### src/rtl/dtb_pkg.sv
package dtb_pkg;

  // Character codes
  localparam logic [7:0] CHAR_ZERO  = 8'h30;
  localparam logic [7:0] CHAR_NINE  = 8'h39;
  localparam logic [7:0] CHAR_MINUS = 8'h2D;
  localparam logic [7:0] CHAR_SPACE = 8'h20;
  localparam logic [7:0] CHAR_TAB   = 8'h09;
  localparam logic [7:0] CHAR_CR    = 8'h0D;

  // Scan phase; code 3 is unused and acts like PHASE_REST
  typedef enum logic [1:0] {
    PHASE_SPACE  = 2'd0,
    PHASE_DIGITS = 2'd1,
    PHASE_REST   = 2'd2
  } phase_e;

  // One input item
  typedef struct packed {
    logic [7:0] text_char;
    logic       last_char;
  } in_item_t;

  // One result item
  typedef struct packed {
    logic [63:0] value_high;
    logic [63:0] value_low;
  } out_item_t;

  // Raw scan state handed from the scanner to the result stage
  typedef struct packed {
    logic        wide;
    logic        negative;
    logic [63:0] acc_high;
    logic [63:0] acc_low;
  } scan_res_t;

endpackage

### src/rtl/dtb_scan.sv
module dtb_scan (
  input  logic                clk_i,
  input  logic                rst_ni,
  input  logic                step_i,
  input  dtb_pkg::in_item_t   item_i,
  input  logic                wide_i,
  output dtb_pkg::scan_res_t  res_o
);

  dtb_pkg::phase_e phase_q, phase_d;
  logic            neg_q, neg_d;
  logic [63:0]     acc_high_q, acc_low_q;
  logic [127:0]    acc, acc_d, acc_next10;
  logic [3:0]      digit;
  logic            is_blank, is_digit, is_minus;

  // Character classes
  assign is_blank = (item_i.text_char == dtb_pkg::CHAR_SPACE) ||
                    ((item_i.text_char >= dtb_pkg::CHAR_TAB) &&
                     (item_i.text_char <= dtb_pkg::CHAR_CR));
  assign is_digit = (item_i.text_char >= dtb_pkg::CHAR_ZERO) &&
                    (item_i.text_char <= dtb_pkg::CHAR_NINE);
  assign is_minus = !wide_i && (item_i.text_char == dtb_pkg::CHAR_MINUS);
  assign digit    = 4'(item_i.text_char - dtb_pkg::CHAR_ZERO);

  // acc * 10 + digit, wraps mod 2^128
  assign acc        = {acc_high_q, acc_low_q};
  assign acc_next10 = (acc << 3) + (acc << 1) + 128'(digit);

  // Next scan state
  always_comb begin
    phase_d = phase_q;
    neg_d   = neg_q;
    acc_d   = acc;
    unique case (phase_q)
      dtb_pkg::PHASE_SPACE: begin
        if (!is_blank) begin
          if (is_minus) begin
            neg_d   = 1'b1;
            phase_d = dtb_pkg::PHASE_DIGITS;
          end else if (is_digit) begin
            acc_d   = acc_next10;
            phase_d = dtb_pkg::PHASE_DIGITS;
          end else begin
            phase_d = dtb_pkg::PHASE_REST;
          end
        end
      end
      dtb_pkg::PHASE_DIGITS: begin
        if (is_digit) acc_d = acc_next10;
        else          phase_d = dtb_pkg::PHASE_REST;
      end
      default: ;
    endcase
  end

  // Result as seen after this item
  assign res_o.wide     = wide_i;
  assign res_o.negative = neg_d;
  assign res_o.acc_high = acc_d[127:64];
  assign res_o.acc_low  = acc_d[63:0];

  // State registers; the last item of a string returns to start
  always_ff @(posedge clk_i or negedge rst_ni) begin
    if (!rst_ni) begin
      phase_q    <= dtb_pkg::PHASE_SPACE;
      neg_q      <= 1'b0;
      acc_high_q <= '0;
      acc_low_q  <= '0;
    end else if (step_i) begin
      if (item_i.last_char) begin
        phase_q    <= dtb_pkg::PHASE_SPACE;
        neg_q      <= 1'b0;
        acc_high_q <= '0;
        acc_low_q  <= '0;
      end else begin
        phase_q    <= phase_d;
        neg_q      <= neg_d;
        acc_high_q <= acc_d[127:64];
        acc_low_q  <= acc_d[63:0];
      end
    end
  end

endmodule

### src/rtl/dtb_out_stage.sv
module dtb_out_stage (
  input  logic                clk_i,
  input  logic                rst_ni,
  input  logic                load_i,
  input  dtb_pkg::scan_res_t  res_i,
  input  logic                ready_i,
  output logic                free_o,
  output logic                valid_o,
  output dtb_pkg::out_item_t  item_o
);

  logic               valid_q;
  dtb_pkg::scan_res_t res_q;

  assign free_o = !valid_q || ready_i;

  // Result register
  always_ff @(posedge clk_i or negedge rst_ni) begin
    if (!rst_ni) begin
      valid_q <= 1'b0;
    end else if (free_o) begin
      valid_q <= load_i;
    end
  end

  always_ff @(posedge clk_i) begin
    if (free_o && load_i) res_q <= res_i;
  end

  // Format: signed mode negates on a leading minus, high word zero
  assign valid_o           = valid_q;
  assign item_o.value_high = res_q.wide ? res_q.acc_high : 64'd0;
  assign item_o.value_low  = (!res_q.wide && res_q.negative) ? (64'd0 - res_q.acc_low)
                                                             : res_q.acc_low;

endmodule

### src/rtl/decimal_text_to_binary_core.sv
// Decimal text to binary converter.
// Input channel in_valid_i/in_ready_o/in_item_i carries one text byte per
// item, with last_char set on the final byte of a token string. Leading
// whitespace is skipped, an optional minus is taken in signed mode, then
// digits accumulate until the first non-digit. The last byte of a string
// yields one result item on out_valid_o/out_ready_i/out_item_o; other
// bytes yield none.
// cfg_we_i/cfg_wdata_i write the mode bit (0 = signed 64-bit, 1 = unsigned
// 128-bit); write it only while no string is in flight.
// A result passes the input register, then the result register, before it
// is valid and can leave. Throughput: one byte per cycle while no last byte
// waits on a stalled result, set by the combinational times-ten update of
// the 128-bit accumulator.
// Reset clears the mode to signed, the scan state and the valid flags of both registers.
// When the receiver stalls, the result holds; non-final bytes keep flowing,
// and the next last byte waits in the input register, dropping in_ready_o.
module decimal_text_to_binary_core (
  input  logic               clk_i,
  input  logic               rst_ni,
  input  logic               in_valid_i,
  output logic               in_ready_o,
  input  dtb_pkg::in_item_t  in_item_i,
  output logic               out_valid_o,
  input  logic               out_ready_i,
  output dtb_pkg::out_item_t out_item_o,
  input  logic               cfg_we_i,
  input  logic               cfg_wdata_i
);

  logic               wide_q;
  logic               in_valid_q, in_valid_d;
  dtb_pkg::in_item_t  in_item_q;
  logic               step, out_free, in_accept;
  dtb_pkg::scan_res_t res;

  // Mode register
  always_ff @(posedge clk_i or negedge rst_ni) begin
    if (!rst_ni) wide_q <= 1'b0;
    else if (cfg_we_i) wide_q <= cfg_wdata_i;
  end

  // Input register; a last byte waits until the result register is free
  assign step       = in_valid_q && (!in_item_q.last_char || out_free);
  assign in_ready_o = !in_valid_q || step;
  assign in_accept  = in_valid_i && in_ready_o;

  always_comb begin
    in_valid_d = in_valid_q;
    if (in_accept) in_valid_d = 1'b1;
    else if (step) in_valid_d = 1'b0;
  end

  always_ff @(posedge clk_i or negedge rst_ni) begin
    if (!rst_ni) in_valid_q <= 1'b0;
    else         in_valid_q <= in_valid_d;
  end

  always_ff @(posedge clk_i) begin
    if (in_accept) in_item_q <= in_item_i;
  end

  dtb_scan u_scan (
    .clk_i  (clk_i),
    .rst_ni (rst_ni),
    .step_i (step),
    .item_i (in_item_q),
    .wide_i (wide_q),
    .res_o  (res)
  );

  dtb_out_stage u_out (
    .clk_i   (clk_i),
    .rst_ni  (rst_ni),
    .load_i  (step && in_item_q.last_char),
    .res_i   (res),
    .ready_i (out_ready_i),
    .free_o  (out_free),
    .valid_o (out_valid_o),
    .item_o  (out_item_o)
  );

endmodule

### config.mk
export PLATFORM = sky130hd
export DESIGN_NAME = decimal_text_to_binary_core
export DESIGN_NICKNAME = d
export VERILOG_FILES = /design/src/rtl/dtb_pkg.sv /design/src/rtl/dtb_scan.sv /design/src/rtl/dtb_out_stage.sv /design/src/rtl/decimal_text_to_binary_core.sv
export SDC_FILE = /design/constraint.sdc
export NUM_CORES = 1
export LEC_CHECK = 0
export BUFFER_PORTS_ARGS = -buffer_cell sky130_fd_sc_hd__buf_4
export CORE_ASPECT_RATIO = 0.7
export CORE_MARGIN = 8
export CORE_UTILIZATION = 29
export CTS_BUF_LIST = sky130_fd_sc_hd__clkbuf_4 sky130_fd_sc_hd__clkbuf_8
export CTS_CLUSTER_SIZE = 8
export DETAILED_ROUTE_END_ITERATION = 12
export HOLD_SLACK_MARGIN = 0.1
export PLACE_DENSITY = 0.42
export SLEW_MARGIN = 30
export SYNTH_ARGS = -nofsm -noshare
export SYNTH_HDL_FRONTEND = slang
export SYNTH_HIERARCHICAL = 1
export SYNTH_SLANG_ARGS = --single-unit
export TNS_END_PERCENT = 10
### constraint.sdc
create_clock -name clk_i -period 8.4 [get_ports clk_i]
set_input_delay 1.26 -clock clk_i [delete_from_list [all_inputs] [get_ports clk_i]]
set_output_delay 1.26 -clock clk_i [all_outputs]
set_load 0.01 [all_outputs]
==> results.yml <==
global_routing:
  grt_pass1_vias: 20300
  grt_usage_pct: 18.0
  antenna_found_initial: 4
  grt_pass1_wl_um: 128000
  grt-ovfl-total: 0
  grt_max_degree: 67
pwr:
  pwr-share-clk_pct: 44.6
  combPwrFrac_pct: 8.1
  power.switching_mw: 0.805
  power.density_nw_per_um2: 119
  switching_share_pct: 25.6
  internal-power_mw: 2.34
  p_leak_nw: 11.8
  seqPwrFrac_pct: 47.2
  ir_drop_mv: 0.0855
cts:
  post-cts-setup-buffer-count: 0
  post_cts_resized: 0
  insertion_delay_ps: 660
  cts_tree: "yes"
  cts_buffers: 49
  cts_sinks: 273
  cts_buffer_depth: 3
  clk_pin_slew_ps: 60
  cts_hold_buf: 0
  cts_root_buffer: "clkbuf_8"
  h-tree-depth: 2
timing:
  slew-limit-headroom_pct: 37.3
  finalSetupViolations: 0
  slew_viol_final: 0
  clock.fmax_mhz: 186
  fin_skew_ps: 49.2
  tns_ps: 0
  period_minus_slack_ps: 5370
  hold_violations: 0
  rsz0062_at_grt: "no"
  final.period_utilization_pct: 64.0
  worstMarginPinSlew_ps: 940
synth:
  synth-async-reset-ratio_pct: 49.1
  synth_edf_count: 139
  ys_seq_area_share_pct: 32.5
  synth_top_area_share_pct: 18.0
  synth-main-ff-cell: "edfxtp_1"
  yosysWarnings: 6
  syn_inst: 2644
  synth.net_count: 2912
  syn-cell-area_sq_um: 23200
  netlist_top_cells_area: "edfxtp_1 18%, dfrtp_1 14%, ha_1 14%"
  yosysTopAreaCell: "edfxtp_1"
  synth_seq_cells: 273
  syn_area_per_cell_sq_um: 8.76
  ys_types: 87
routing:
  initialDrtViolationCount: 1790
  finalWirelength_um: 83500
  routedWlPerCell_um: 21.9
  drc: 0
  drt-pass1-iter-count: 6
  drtAntennaViolNets: 0
  routed-via-count: 21000
  vias_per_cell: 5.52
floorplanning:
  die_h_um: 252
  core_sq_um: 78900
  initial_utilization_pct: 29.4
  chipWidth_um: 354
  ios: 145
  fp-row-count: 86
  dieArea_sq_um: 89300
critical_path:
  path_max_fanout: 5
  crit_family: "compound AO/OA/AOI/OAI gates"
  endpoint_kind: "flop"
  cp_cell_sequence: "inv_1, fa_1, inv_1, fa_1, a211oi_1, nor4bb_1, o311ai_0, a211oi_2, nor3_1, o31a_1, or4b_4, a211oi_1, o21ai_1, a31o_2"
  cp-start-kind: "flop"
  crit_slowest_cell: "nor4bb_1"
  cp.arrival_ps: 5790
  cpPeakStageDelay_ps: 770
  path_buf_inv: 2
  required_ps: 8820
  critPathKind: "flop to flop"
layout:
  drive_gt1_share_pct: 12.3
  fin_nets: 2979
  fin_util_pct: 33.4
  syn2layout_area_growth_pct: 13.6
status:
  status: "complete, no violations"
min_path:
  hold_class: "flop to flop"
placement:
  port_buffers: 144
  place.gp.congestion: 0.912
  dp_hpwl_um: 64900
run:
  cap_violations: 0
-- flip-flops by register name (all words and copies together) (netlist names) --
register           count
u_scan/acc_low_q      64
u_out/res_q          130
in_valid_q             1
u_scan/neg_q           1
in_item_q              9
u_out/valid_o          1
u_scan/acc_high_q     64
u_scan/phase_q         2
wide_q                 1
-- cell families after synthesis --
family,after synthesis,share of synthesized area [%]
xor+xnor,167,6.32
mux,40,1.92
flops,273,32.5
fa+ha+maj,253,13.7
compound gates,812,23.1
simple gates,890,18.9
buf+inv,209,3.47
-- power groups by stage --
stage / clock network (mW) / registers, mW / logic, mW
finish: 1.40 / 1.49 / 0.256
global route: 1.51 / 1.49 / 0.281
CTS: 1.45 / 1.49 / 0.265
detailed placement: 0 / 1.51 / 0.264
global placement: 0 / 1.51 / 0.262
floorplan: 0 / 1.50 / 0.124
-- per-stage QoR --
step	hold WS [ps]	total power [mW]	worst slack [ps]	instance area, sq um	cells
2_1_floorplan	462	1.62	3310	23200	2644
3_3_place_gp	478	1.77	2980	25200	3716
3_5_place_dp	496	1.78	3090	25200	3716
4_1_cts	487	3.20	3060	26300	3807
5_1_grt	516	3.28	2730	26300	3808
6_report	513	3.14	3030	26300	3808
-- cells in the final DEF (no fill, tap or decap), types with 36 or more instances in the layout --
cell type / count
nand2_1: 342
ha_1: 251
a21oi_1: 218
o21ai_0: 182
buf_4: 164
nor2_1: 163
edfxtp_1: 139
dfrtp_1: 134
a22o_1: 93
nand4_1: 86
xnor2_1: 85
xor2_1: 82
and2_1: 76
a21o_1: 76
inv_1: 59
clkbuf_8: 55
nor3_1: 46
o21bai_1: 42
nand3_1: 37
mux2_2: 36
-- synth_stat cells, types with 18 or more instances --
library cell / count
dfrtp_1: 134
nor2_1: 166
clkbuf_1: 135
xor2_1: 82
mux2_2: 36
a31oi_1: 28
ha_1: 251
nor3_1: 47
o31ai_1: 22
o21a_1: 20
nor4_1: 20
o21bai_1: 42
o21ai_0: 184
nand4_1: 86
nand3_1: 37
or3_1: 30
nand2_1: 342
a21oi_1: 218
a21o_1: 76
a22o_1: 93
and2_1: 77
nand2b_1: 18
inv_1: 59
xnor2_1: 85
edfxtp_1: 139
-- final cells by class --
class | count | area [sq um]
inverter | 60 | 225
sequential | 273 | 7530
tap | 1056 | 1320
fill | 8247 | 52600
multi-input combinational | 2162 | 14900
timing repair buffer | 165 | 1240
clock inverter | 21 | 201
clock buffer | 70 | 870
antenna | 1 | 2.50
-- final timing paths --
kind	from	endpoint	slack, ps	depth (start not counted)
setup / recovery	in_item_q[4]$_DFFE_PP_	u_out/res_q[108]$_DFFE_PP_	3030	14
hold / removal	u_scan/phase_q[0]$_DFFE_PN0P_	u_scan/phase_q[0]$_DFFE_PN0P_	510	1
setup reg to reg	in_item_q[4]$_DFFE_PP_	u_out/res_q[108]$_DFFE_PP_	3030	14
hold reg to reg	u_scan/phase_q[0]$_DFFE_PN0P_	u_scan/phase_q[0]$_DFFE_PN0P_	510	1
max in group asynchronous	rst_ni	u_out/valid_o$_DFFE_PN0N_	6680	2
min in group asynchronous	rst_ni	u_scan/acc_low_q[24]$_DFFE_PN0P_	540	1
-- per-layer routing --
| layer | routed length [um] | track usage (%) | up-vias |
|---|---|---|---|
| met2 | 32300 | 24.6 | 693 |
| met4 | 1050 | 2.93 | 0 |
| met5 | 0 | 0 | - |
| met1 | 44500 | 29.0 | 10300 |
| li1 | - | - | 9973 |
| met3 | 5650 | 3.27 | 85 |
Power figures use the tool's default switching activity.
